[src/qsed_pkg.sv]
// Shared types and constants for the quoted string escape decoder.
// Used by every module under src; the channel interfaces do not use it.

package qsed_pkg;

	// Default depth of the queue between the decoder and the output stage.
	localparam int FifoDepth = 4;

	// Result kinds.
	localparam logic [1:0] KindByte  = 2'd0;
	localparam logic [1:0] KindClose = 2'd1;
	localparam logic [1:0] KindErr   = 2'd2;

	// Error codes.
	localparam logic [1:0] ErrNone = 2'd0;
	localparam logic [1:0] ErrEnd  = 2'd1;
	localparam logic [1:0] ErrEol  = 2'd2;
	localparam logic [1:0] ErrEsc  = 2'd3;

	// Pending line break after an escaped break.
	localparam logic [1:0] BrkNone = 2'd0;
	localparam logic [1:0] BrkLf   = 2'd1;
	localparam logic [1:0] BrkCr   = 2'd2;

	// Characters.
	localparam logic [7:0] ChLf     = 8'h0A;
	localparam logic [7:0] ChCr     = 8'h0D;
	localparam logic [7:0] ChDquote = 8'h22;
	localparam logic [7:0] ChSquote = 8'h27;
	localparam logic [7:0] ChBslash = 8'h5C;
	localparam logic [7:0] ChZero   = 8'h30;
	localparam logic [7:0] ChSpace  = 8'h20;

	// Hex letters carry nine more than their low nibble.
	localparam logic [7:0] HexLetterAdj = 8'd9;

	typedef enum logic [7:0] {
		ModeWait  = 8'b0000_0001,
		ModeBody  = 8'b0000_0010,
		ModeEsc   = 8'b0000_0100,
		ModeHex1  = 8'b0000_1000,
		ModeHex2  = 8'b0001_0000,
		ModeDec   = 8'b0010_0000,
		ModeBreak = 8'b0100_0000,
		ModeZskip = 8'b1000_0000
	} mode_t;

	typedef struct packed {
		logic [1:0] kind;
		logic [7:0] data;
		logic [1:0] err;
	} result_t;

	// One queue entry holds all results caused by one input item.
	typedef struct packed {
		result_t r0;
		result_t r1;
		logic    two;
	} entry_t;

	typedef struct packed {
		logic full;
		logic empty;
	} fifo_stat_t;

endpackage

[src/qsed_if.sv]
// Channel interfaces of the quoted string escape decoder.
// Depends on nothing; payload widths are fixed by the item fields.

interface qsed_in_if;
	logic       valid;
	logic       ready;
	logic [7:0] in_byte;
	logic       at_end;

	modport source (output valid, in_byte, at_end, input ready);
	modport sink (input valid, in_byte, at_end, output ready);
endinterface

interface qsed_out_if;
	logic       valid;
	logic       ready;
	logic [1:0] out_kind;
	logic [7:0] out_byte;
	logic [1:0] err_code;

	modport source (output valid, out_kind, out_byte, err_code, input ready);
	modport sink (input valid, out_kind, out_byte, err_code, output ready);
endinterface

[src/quoted_string_escape_decoder_unit.sv]
// Top level of the quoted string escape decoder.
// Uses qsed_pkg, qsed_if, qsed_front, qsed_fifo and qsed_back.
//
// The chars channel takes one source byte per item (in_byte, with at_end
// marking end of input). Bytes before an opening quote are dropped. Inside
// a string each decoded byte comes out on the results channel as a byte
// item; the matching closing quote gives a close item and a fault gives an
// error item with err_code. One source byte causes zero, one or two results.
// Throughput is one source byte per cycle while the result queue is not full;
// the escape state machine in the front end decodes each byte as it is
// accepted. The output register sends one result per cycle while the
// receiver is ready, so the two results of one byte leave one after the other.
// The first result of an accepted byte is written into the queue at the
// accepting edge and moves on into the output register once that register
// is empty or its item is taken.
// When the receiver stalls, results collect in the queue (FifoDepth entries)
// and chars.ready drops once it is full; the output item holds steady.
// Reset clears the decoder to waiting for a quote and empties the queue and
// the output register; no result is valid after reset.

module quoted_string_escape_decoder_unit #(
	parameter int FifoDepth = qsed_pkg::FifoDepth
) (
	input  logic        clk,
	input  logic        arst_n,
	qsed_in_if.sink     chars,
	qsed_out_if.source  results
);

	qsed_pkg::fifo_stat_t stat;
	qsed_pkg::entry_t     wdata, head;
	logic                 push, pop;

	qsed_front u_front (
		.clk    (clk),
		.arst_n (arst_n),
		.chars  (chars),
		.stat   (stat),
		.push   (push),
		.entry  (wdata)
	);

	qsed_fifo #(
		.Depth (FifoDepth)
	) u_fifo (
		.clk    (clk),
		.arst_n (arst_n),
		.push   (push),
		.wdata  (wdata),
		.pop    (pop),
		.head   (head),
		.stat   (stat)
	);

	qsed_back u_back (
		.clk     (clk),
		.arst_n  (arst_n),
		.head    (head),
		.stat    (stat),
		.pop     (pop),
		.results (results)
	);

`ifndef SYNTH
	// The front end never writes into a full queue.
	a_no_overflow: assert property (@(posedge clk) disable iff (!arst_n)
		push |-> !stat.full)
		else $error("result queue overflow");

	// An error item always carries a cause; other items never do.
	a_err_code: assert property (@(posedge clk) disable iff (!arst_n)
		results.valid |-> ((results.out_kind == qsed_pkg::KindErr) ==
			(results.err_code != qsed_pkg::ErrNone)))
		else $error("error code does not match result kind");

	// Close and error items never carry a data byte.
	a_last_zero: assert property (@(posedge clk) disable iff (!arst_n)
		(results.valid && results.out_kind != qsed_pkg::KindByte) |->
			(results.out_byte == 8'd0))
		else $error("close or error item with nonzero byte");
`endif

endmodule

[src/qsed_front.sv]
// Front end: accepts source bytes, runs the escape state machine and
// packs the results of each byte into one queue entry. Uses qsed_pkg, qsed_if.

module qsed_front (
	input  logic                clk,
	input  logic                arst_n,
	qsed_in_if.sink             chars,
	input  qsed_pkg::fifo_stat_t stat,
	output logic                push,
	output qsed_pkg::entry_t    entry
);

	typedef struct packed {
		qsed_pkg::mode_t   mode;
		logic              clr;
		logic              emit;
		qsed_pkg::result_t res;
	} body_t;

	qsed_pkg::mode_t mode_q, mode_d;
	logic            cq_q, cq_d;
	logic [9:0]      ev_q, ev_d;
	logic [1:0]      dc_q, dc_d;
	logic [1:0]      pb_q, pb_d;

	logic              accept;
	logic [1:0]        cnt;
	qsed_pkg::result_t r0, r1;
	body_t             bb;
	logic              use_body;
	logic [7:0]        c;
	logic              fin;
	logic              dig, xlet;
	logic [9:0]        dec_nv;
	logic [7:0]        hex_sum;
	logic [7:0]        brk_other;

	function automatic body_t body_step(input logic [7:0] ch, input logic e, input logic q);
		body_t      b;
		logic [7:0] delim;
		delim  = q ? qsed_pkg::ChSquote : qsed_pkg::ChDquote;
		b.mode = qsed_pkg::ModeBody;
		b.clr  = 1'b0;
		b.emit = 1'b1;
		b.res  = '{kind: qsed_pkg::KindByte, data: ch, err: qsed_pkg::ErrNone};
		if (e) begin
			b.clr = 1'b1;
			b.res = '{kind: qsed_pkg::KindErr, data: 8'd0, err: qsed_pkg::ErrEnd};
		end else if (ch == delim) begin
			b.clr = 1'b1;
			b.res = '{kind: qsed_pkg::KindClose, data: 8'd0, err: qsed_pkg::ErrNone};
		end else if (ch == qsed_pkg::ChLf || ch == qsed_pkg::ChCr) begin
			b.clr = 1'b1;
			b.res = '{kind: qsed_pkg::KindErr, data: 8'd0, err: qsed_pkg::ErrEol};
		end else if (ch == qsed_pkg::ChBslash) begin
			b.mode = qsed_pkg::ModeEsc;
			b.emit = 1'b0;
		end
		if (b.clr) begin
			b.mode = qsed_pkg::ModeWait;
		end
		return b;
	endfunction

	assign c      = chars.in_byte;
	assign fin    = chars.at_end;
	assign dig    = (c >= qsed_pkg::ChZero) && (c <= 8'h39);
	assign xlet   = ((c >= 8'h61) && (c <= 8'h66)) || ((c >= 8'h41) && (c <= 8'h46));
	assign bb     = body_step(c, fin, cq_q);
	assign dec_nv = {ev_q[6:0], 3'b000} + {ev_q[8:0], 1'b0} + {6'd0, c[3:0]};
	assign hex_sum = ev_q[7:0] + {4'd0, c[3:0]} + (xlet ? qsed_pkg::HexLetterAdj : 8'd0);
	assign brk_other = (pb_q == qsed_pkg::BrkLf) ? qsed_pkg::ChCr : qsed_pkg::ChLf;

	assign chars.ready = !stat.full;
	assign accept      = chars.valid && chars.ready;

	always_comb begin
		mode_d   = mode_q;
		cq_d     = cq_q;
		ev_d     = ev_q;
		dc_d     = dc_q;
		pb_d     = pb_q;
		cnt      = 2'd0;
		r0       = '0;
		r1       = '0;
		use_body = 1'b0;
		unique case (mode_q) inside
			qsed_pkg::ModeBody: begin
				use_body = 1'b1;
			end
			qsed_pkg::ModeEsc: begin
				mode_d = qsed_pkg::ModeBody;
				cnt    = 2'd1;
				r0     = '{kind: qsed_pkg::KindByte, data: c, err: qsed_pkg::ErrNone};
				if (fin) begin
					r0 = '{kind: qsed_pkg::KindErr, data: 8'd0, err: qsed_pkg::ErrEnd};
				end else begin
					unique case (c) inside
						"a": r0.data = 8'd7;
						"b": r0.data = 8'd8;
						"f": r0.data = 8'd12;
						"n": r0.data = 8'd10;
						"r": r0.data = 8'd13;
						"t": r0.data = 8'd9;
						"v": r0.data = 8'd11;
						qsed_pkg::ChBslash, qsed_pkg::ChDquote, qsed_pkg::ChSquote: r0.data = c;
						"x": begin
							mode_d = qsed_pkg::ModeHex1;
							ev_d   = 10'd0;
							cnt    = 2'd0;
						end
						"z": begin
							mode_d = qsed_pkg::ModeZskip;
							cnt    = 2'd0;
						end
						qsed_pkg::ChLf, qsed_pkg::ChCr: begin
							mode_d  = qsed_pkg::ModeBreak;
							pb_d    = (c == qsed_pkg::ChLf) ? qsed_pkg::BrkLf : qsed_pkg::BrkCr;
							r0.data = qsed_pkg::ChLf;
						end
						default: begin
							if (dig) begin
								mode_d = qsed_pkg::ModeDec;
								ev_d   = {6'd0, c[3:0]};
								dc_d   = 2'd1;
								cnt    = 2'd0;
							end else begin
								r0 = '{kind: qsed_pkg::KindErr, data: 8'd0,
									err: qsed_pkg::ErrEsc};
							end
						end
					endcase
				end
				if (cnt != 2'd0 && r0.kind == qsed_pkg::KindErr) begin
					mode_d = qsed_pkg::ModeWait;
					cq_d   = 1'b0;
					ev_d   = 10'd0;
					dc_d   = 2'd0;
					pb_d   = qsed_pkg::BrkNone;
				end
			end
			qsed_pkg::ModeHex1, qsed_pkg::ModeHex2: begin
				if (fin || !(dig || xlet)) begin
					mode_d = qsed_pkg::ModeWait;
					cq_d   = 1'b0;
					ev_d   = 10'd0;
					dc_d   = 2'd0;
					pb_d   = qsed_pkg::BrkNone;
					cnt    = 2'd1;
					r0     = '{kind: qsed_pkg::KindErr, data: 8'd0, err: qsed_pkg::ErrEsc};
				end else if (mode_q == qsed_pkg::ModeHex1) begin
					ev_d   = {2'd0, c[3:0] + (xlet ? 4'd9 : 4'd0), 4'd0};
					mode_d = qsed_pkg::ModeHex2;
				end else begin
					ev_d   = 10'd0;
					mode_d = qsed_pkg::ModeBody;
					cnt    = 2'd1;
					r0     = '{kind: qsed_pkg::KindByte, data: hex_sum, err: qsed_pkg::ErrNone};
				end
			end
			qsed_pkg::ModeDec: begin
				if (!fin && dig) begin
					if (dc_q < 2'd2) begin
						ev_d = dec_nv;
						dc_d = 2'd2;
					end else if (dec_nv > 10'd255) begin
						mode_d = qsed_pkg::ModeWait;
						cq_d   = 1'b0;
						ev_d   = 10'd0;
						dc_d   = 2'd0;
						pb_d   = qsed_pkg::BrkNone;
						cnt    = 2'd1;
						r0     = '{kind: qsed_pkg::KindErr, data: 8'd0, err: qsed_pkg::ErrEsc};
					end else begin
						ev_d   = 10'd0;
						dc_d   = 2'd0;
						mode_d = qsed_pkg::ModeBody;
						cnt    = 2'd1;
						r0     = '{kind: qsed_pkg::KindByte, data: dec_nv[7:0],
							err: qsed_pkg::ErrNone};
					end
				end else begin
					// The finished value goes out first; the byte is then body text.
					ev_d     = 10'd0;
					dc_d     = 2'd0;
					cnt      = 2'd1;
					r0       = '{kind: qsed_pkg::KindByte, data: ev_q[7:0],
						err: qsed_pkg::ErrNone};
					use_body = 1'b1;
				end
			end
			qsed_pkg::ModeBreak: begin
				pb_d = qsed_pkg::BrkNone;
				if (!fin && c == brk_other) begin
					mode_d = qsed_pkg::ModeBody;
				end else begin
					use_body = 1'b1;
				end
			end
			qsed_pkg::ModeZskip: begin
				if (fin || !(c == qsed_pkg::ChSpace || (c >= 8'd9 && c <= 8'd13))) begin
					use_body = 1'b1;
				end
			end
			default: begin
				mode_d = qsed_pkg::ModeWait;
				cq_d   = 1'b0;
				ev_d   = 10'd0;
				dc_d   = 2'd0;
				pb_d   = qsed_pkg::BrkNone;
				if (!fin && (c == qsed_pkg::ChDquote || c == qsed_pkg::ChSquote)) begin
					cq_d   = (c == qsed_pkg::ChSquote);
					mode_d = qsed_pkg::ModeBody;
				end
			end
		endcase
		if (use_body) begin
			mode_d = bb.mode;
			if (bb.clr) begin
				cq_d = 1'b0;
				ev_d = 10'd0;
				dc_d = 2'd0;
				pb_d = qsed_pkg::BrkNone;
			end
			if (bb.emit) begin
				if (cnt == 2'd0) begin
					r0 = bb.res;
				end else begin
					r1 = bb.res;
				end
				cnt = cnt + 2'd1;
			end
		end
	end

	always_ff @(posedge clk or negedge arst_n) begin
		if (!arst_n) begin
			mode_q <= qsed_pkg::ModeWait;
			cq_q   <= 1'b0;
			ev_q   <= 10'd0;
			dc_q   <= 2'd0;
			pb_q   <= qsed_pkg::BrkNone;
		end else if (accept) begin
			mode_q <= mode_d;
			cq_q   <= cq_d;
			ev_q   <= ev_d;
			dc_q   <= dc_d;
			pb_q   <= pb_d;
		end
	end

	assign push  = accept && (cnt != 2'd0);
	assign entry = '{r0: r0, r1: r1, two: (cnt == 2'd2)};

endmodule

[src/qsed_fifo.sv]
// Short queue of result entries between the front end and the output stage.
// Uses qsed_pkg for the entry and status types.

module qsed_fifo #(
	parameter int Depth = qsed_pkg::FifoDepth
) (
	input  logic                 clk,
	input  logic                 arst_n,
	input  logic                 push,
	input  qsed_pkg::entry_t     wdata,
	input  logic                 pop,
	output qsed_pkg::entry_t     head,
	output qsed_pkg::fifo_stat_t stat
);

	// Depth must be at least two.
	localparam int AW = $clog2(Depth);
	localparam int CW = $clog2(Depth + 1);

	qsed_pkg::entry_t mem_q [Depth];
	logic [AW-1:0]    wr_ptr_q, rd_ptr_q;
	logic [CW-1:0]    count_q;
	logic             do_push, do_pop;

	assign stat.full  = (count_q == CW'(Depth));
	assign stat.empty = (count_q == '0);
	assign do_push    = push && !stat.full;
	assign do_pop     = pop && !stat.empty;
	assign head       = mem_q[rd_ptr_q];

	always_ff @(posedge clk) begin
		if (do_push) begin
			mem_q[wr_ptr_q] <= wdata;
		end
	end

	always_ff @(posedge clk or negedge arst_n) begin
		if (!arst_n) begin
			wr_ptr_q <= '0;
			rd_ptr_q <= '0;
			count_q  <= '0;
		end else begin
			if (do_push) begin
				wr_ptr_q <= (wr_ptr_q == AW'(Depth - 1)) ? '0 : wr_ptr_q + 1'b1;
			end
			if (do_pop) begin
				rd_ptr_q <= (rd_ptr_q == AW'(Depth - 1)) ? '0 : rd_ptr_q + 1'b1;
			end
			if (do_push && !do_pop) begin
				count_q <= count_q + 1'b1;
			end else if (do_pop && !do_push) begin
				count_q <= count_q - 1'b1;
			end
		end
	end

endmodule

[src/qsed_back.sv]
// Output stage: takes queue entries and hands their results out one at a
// time through an output register. Uses qsed_pkg and qsed_if.

module qsed_back (
	input  logic                 clk,
	input  logic                 arst_n,
	input  qsed_pkg::entry_t     head,
	input  qsed_pkg::fifo_stat_t stat,
	output logic                 pop,
	qsed_out_if.source           results
);

	logic              valid_q;
	logic              half_q;
	qsed_pkg::result_t res_q;
	logic              load, take;

	assign load = !valid_q || results.ready;
	assign take = load && !stat.empty;
	// An entry leaves the queue once its last result is loaded.
	assign pop  = take && (half_q || !head.two);

	always_ff @(posedge clk) begin
		if (take) begin
			res_q <= half_q ? head.r1 : head.r0;
		end
	end

	always_ff @(posedge clk or negedge arst_n) begin
		if (!arst_n) begin
			valid_q <= 1'b0;
			half_q  <= 1'b0;
		end else if (load) begin
			valid_q <= take;
			if (take) begin
				half_q <= !half_q && head.two;
			end
		end
	end

	assign results.valid    = valid_q;
	assign results.out_kind = res_q.kind;
	assign results.out_byte = res_q.data;
	assign results.err_code = res_q.err;

endmodule
[src/flat_wrapper.sv]
// flat-port wrapper written by rule: the top's interface ports become plain ports
module quoted_string_escape_decoder_unit_flat 
#(
	parameter int FifoDepth = qsed_pkg::FifoDepth
)
  (clk, arst_n, chars_valid, chars_in_byte, chars_at_end, chars_ready, results_valid, results_out_kind, results_out_byte, results_err_code, results_ready);
  qsed_in_if chars_i ();
  qsed_out_if results_i ();
  input  logic clk;
  input  logic arst_n;
  input wire logic [$bits(chars_i.valid)-1:0] chars_valid;
  input wire logic [$bits(chars_i.in_byte)-1:0] chars_in_byte;
  input wire logic [$bits(chars_i.at_end)-1:0] chars_at_end;
  output wire logic [$bits(chars_i.ready)-1:0] chars_ready;
  output wire logic [$bits(results_i.valid)-1:0] results_valid;
  output wire logic [$bits(results_i.out_kind)-1:0] results_out_kind;
  output wire logic [$bits(results_i.out_byte)-1:0] results_out_byte;
  output wire logic [$bits(results_i.err_code)-1:0] results_err_code;
  input wire logic [$bits(results_i.ready)-1:0] results_ready;
  assign chars_i.valid = chars_valid;
  assign chars_i.in_byte = chars_in_byte;
  assign chars_i.at_end = chars_at_end;
  assign chars_ready = chars_i.ready;
  assign results_valid = results_i.valid;
  assign results_out_kind = results_i.out_kind;
  assign results_out_byte = results_i.out_byte;
  assign results_err_code = results_i.err_code;
  assign results_i.ready = results_ready;
  quoted_string_escape_decoder_unit #(.FifoDepth(FifoDepth)) u_core (.clk(clk), .arst_n(arst_n), .chars(chars_i), .results(results_i));
endmodule
[config.mk]
export PLATFORM = sky130hd
export DESIGN_NAME = quoted_string_escape_decoder_unit_flat
export DESIGN_NICKNAME = d
export VERILOG_FILES = /design/src/qsed_pkg.sv /design/src/qsed_if.sv /design/src/quoted_string_escape_decoder_unit.sv /design/src/qsed_front.sv /design/src/qsed_fifo.sv /design/src/qsed_back.sv /design/src/flat_wrapper.sv
export SDC_FILE = /design/constraint.sdc
export NUM_CORES = 1
export LEC_CHECK = 0
export ABC_CLOCK_PERIOD_IN_PS = 4900
export BUFFER_PORTS_ARGS = -buffer_cell sky130_fd_sc_hd__buf_4
export CAP_MARGIN = 10
export CELL_PAD_IN_SITES_DETAIL_PLACEMENT = 1
export CELL_PAD_IN_SITES_GLOBAL_PLACEMENT = 1
export CORE_UTILIZATION = 52
export DETAILED_ROUTE_END_ITERATION = 8
export PLACE_DENSITY_LB_ADDON = 0.1
export SYNTH_ARGS = -nofsm -noshare
export SYNTH_HDL_FRONTEND = slang
export SYNTH_HIERARCHICAL = 1
export SYNTH_SLANG_ARGS = --single-unit
[constraint.sdc]
create_clock -name clk -period 4.9 [get_ports clk]
set_clock_uncertainty 0.05 [all_clocks]
set_input_delay 1.225 -clock clk [delete_from_list [all_inputs] [get_ports clk]]
set_output_delay 1.225 -clock clk [all_outputs]
set_load 0.01 [all_outputs]
==> flow_metrics.env <==
export IMPL_outcome="finished, final reports clean"
export IMPL_synth_largest_area_cell="edfxtp_1"
export IMPL_p_clk_frac=0.357
export IMPL_startpoint="chars_in_byte[2]"
export IMPL_power_density_nw_per_um2=379
export IMPL_layout_commonest_cell="edfxtp_1"
export IMPL_yosys_warnings=6
export IMPL_ant_nets=0
export IMPL_ctsHoldBuffers=0
export IMPL_cp_start_kind="input port"
export IMPL_cts_sinks=142
export IMPL_synth_top_area_frac=0.419
export IMPL_maxCapViolCount=0
export IMPL_finalSetupTns_ns=0
export IMPL_antenna_found_initial=1
export IMPL_p_seq_frac=0.428
export IMPL_p_leak_uw=0.00337
export IMPL_wl_um=22200
export IMPL_p_comb_frac=0.215
export IMPL_r2r_start="u_core/u_front/mode_q[1]"
export IMPL_post_drt_wl_per_cell_um=25.2
export IMPL_drv_slew=0
export IMPL_cts_inserted_buffers=17
export IMPL_yosysSeqAreaShare=0.512
export IMPL_finalCritPeriodShare=0.893
export IMPL_fmaxAchievable_mhz=228
export IMPL_area_delta_synth_final_pct=12.8
export IMPL_hold_path_class="flip-flop to flip-flop"
export IMPL_io_buffers=26
export IMPL_core_area_um2=15100
export IMPL_placed_cells=850
export IMPL_synth_edff_count=112
export IMPL_cp_max_fo=21
export IMPL_cts_max_level=4
export IMPL_slew_headroom=0.346
export IMPL_die_height_um=126
export IMPL_synth_area_per_cell_um2=12.6
export IMPL_hold_start="u_core/u_front/pb_q[1]"
export IMPL_ys_async_sr_fraction=0.211
export IMPL_initial_core_util=0.530
export IMPL_p_sw_uw=992
export IMPL_root_buffer="clkbuf_16"
export IMPL_ios=27
export IMPL_endpoint_kind="flip-flop"
export IMPL_hold_violations=0
export IMPL_drc=0
export IMPL_swShare=0.289
export IMPL_ir_drop_mv=0.239
export IMPL_synth_cell_types=82
export IMPL_cts_max_path_buffers=2
export IMPL_power_uw=3430
export IMPL_required_ns=5.16
export IMPL_detailedRoute_firstPassIterationCount=5
export IMPL_drive_gt1_frac=0.229
export IMPL_gp_congestion=0.935
export IMPL_final_area_um2=9060
export IMPL_syn_nets=687
export IMPL_dp_slack_ns=0.181
export IMPL_grt_usage=0.297
export IMPL_first_global_vias=6009
export IMPL_worst_slack_ns=0.522
export IMPL_internal_power_uw=2440
export IMPL_drtIter0Drc=461
export IMPL_final_cells=882
export IMPL_floorplan_die_area_um2=15900
export IMPL_via_count=5717
export IMPL_period_minus_slack_ns=4.38
export IMPL_place_area_um2=8500
export IMPL_cts_resized=0
export IMPL_drt_vias_per_instance=6.48
export IMPL_synthFlopType="edfxtp_1"
export IMPL_place_hpwl_um=16100
export IMPL_rsz0062_at_grt="false"
export IMPL_grt_max_degree=31
export IMPL_worst_pin_slew_ns=0.972
export IMPL_synth_seq_cells=142
export IMPL_diodes=0
export IMPL_nets=729
export IMPL_grt_pass1_wl_um=34900
export IMPL_synth_area_leaders="edfxtp_1 42%, dfrtp_1 9.0%, mux4_2 7.0%"
export IMPL_tritoncts="yes"
export IMPL_syn_cell_area_um2=8030
export IMPL_overflow=0
export IMPL_critical_path_class="input port to flip-flop"
export IMPL_worstSkewPairLatency_ns=0.42
export IMPL_cts_setup_buffers=0
export IMPL_syn_inst=639
export IMPL_path_clk_slew_ns=0.06
export IMPL_cp_arrival_ns=4.63
export IMPL_setup_viol=0
export IMPL_layout_common_cells="112 x edfxtp_1, 56 x buf_4, 37 x nor2_1"
export IMPL_chipWidth_um=126
export IMPL_rows=45
==> per-stage QoR <==
stage               hold WS, ns   util
finish                    0.470  0.598
floorplan                 0.420      -
CTS                       0.470  0.598
global route              0.493  0.598
detailed placement        0.450  0.561
global placement          0.447  0.561
==> layer usage <==
layer,global-route usage,part of all wire,vias to the layer above
met1,0.379,0.42,2897
met4,0.129,0.032,0
met3,0.0645,0.055,51
met5,0,0,-
li1,-,-,2585
met2,0.490,0.49,184
==> synthesized netlist by cell type (4+ instances only) <==
cell       instances
a211oi_1           6
a21o_1             5
a21oi_1           22
a22oi_1            5
a31oi_1            5
and2_1            10
and3_1             4
buf_2             11
buf_6              6
clkbuf_1          12
dfrtp_1           29
edfxtp_1         112
fa_1               5
ha_1              30
inv_1             31
mux2_2            17
mux4_2            25
nand2_1           30
nand2b_1           9
nand3_1           17
nor2_1            37
nor2b_1           11
nor3_1            20
nor3b_1            5
nor4_1             9
o211ai_1          10
o21a_1             8
o21ai_0           19
o21ai_1            6
o2bb2ai_1          7
o31ai_1           12
xnor2_1            7
xor2_1            11
==> power by group through the flow <==
stage | Combinational (uW) | Sequential [uW] | Clock, uW
finish | 737 | 1470 | 1230
floorplan | 534 | 1490 | 0
global placement | 716 | 1490 | 0
CTS | 745 | 1470 | 1240
global route | 800 | 1480 | 1280
detailed placement | 739 | 1500 | 0
==> worst max-delay path, cell delays in order <==
cell,delay [ns]
buf_4,0.19
or3b_2,0.52
a211oi_1,0.58
nor2_1,0.14
o21a_1,0.19
nand2_1,0.10
ha_1,0.25
o31ai_1,0.25
a21oi_1,0.07
nor2b_1,0.15
ha_1,0.24
inv_1,0.07
fa_1,0.40
mux2_2,0.27
==> registers in the layout, summed over array words and instances (netlist names) <==
| register | flops |
|---|---|
| u_core/u_back/half_q | 1 |
| u_core/u_front/pb_q | 2 |
| u_core/u_back/results.valid | 1 |
| u_core/u_front/ev_q | 9 |
| u_core/u_fifo/count_q | 3 |
| u_core/u_back/results.out_kind | 2 |
| u_core/u_front/mode_q | 8 |
| u_core/u_back/results.out_byte | 8 |
| u_core/u_front/dc_q | 1 |
| u_core/u_fifo/mem_q | 100 |
| u_core/u_fifo/rd_ptr_q | 2 |
| u_core/u_back/results.err_code | 2 |
| u_core/u_front/cq_q | 1 |
| u_core/u_fifo/wr_ptr_q | 2 |
==> kinds of logic after synthesis <==
| family | synth area share |
|---|---|
| muxes | 0.100 |
| and+or+nand+nor | 0.133 |
| adders and majority gates | 0.0592 |
| buffers and inverters | 0.0386 |
| AOI/OAI and AO/OA | 0.137 |
| DFF | 0.512 |
| xor gates and xnor gates | 0.0196 |
==> path summary, 6_finish.rpt <==
path / to / slack (ns) / cells after the start
max in group asynchronous: u_core/u_front/mode_q[0] / 3.80 / 1
max reg2reg: u_core/u_fifo/count_q[1] / 0.75 / 14
min reg2reg: u_core/u_front/pb_q[1] / 0.47 / 1
min in group asynchronous: u_core/u_fifo/wr_ptr_q[0] / 0.67 / 1
max: u_core/u_fifo/count_q[1] / 0.52 / 14
min: u_core/u_front/pb_q[1] / 0.47 / 1
==> final cells by class <==
class | instances | area [um2]
Clock buffer | 18 | 439
Clock inverter | 14 | 121
Fill cell | 1498 | 6090
Inverter | 32 | 120
Multi-Input combinational cell | 432 | 3610
Sequential cell | 142 | 4120
Tap cell | 188 | 235
Timing Repair Buffer | 56 | 420
No activity file was read; power rests on OpenSTA's default activity.
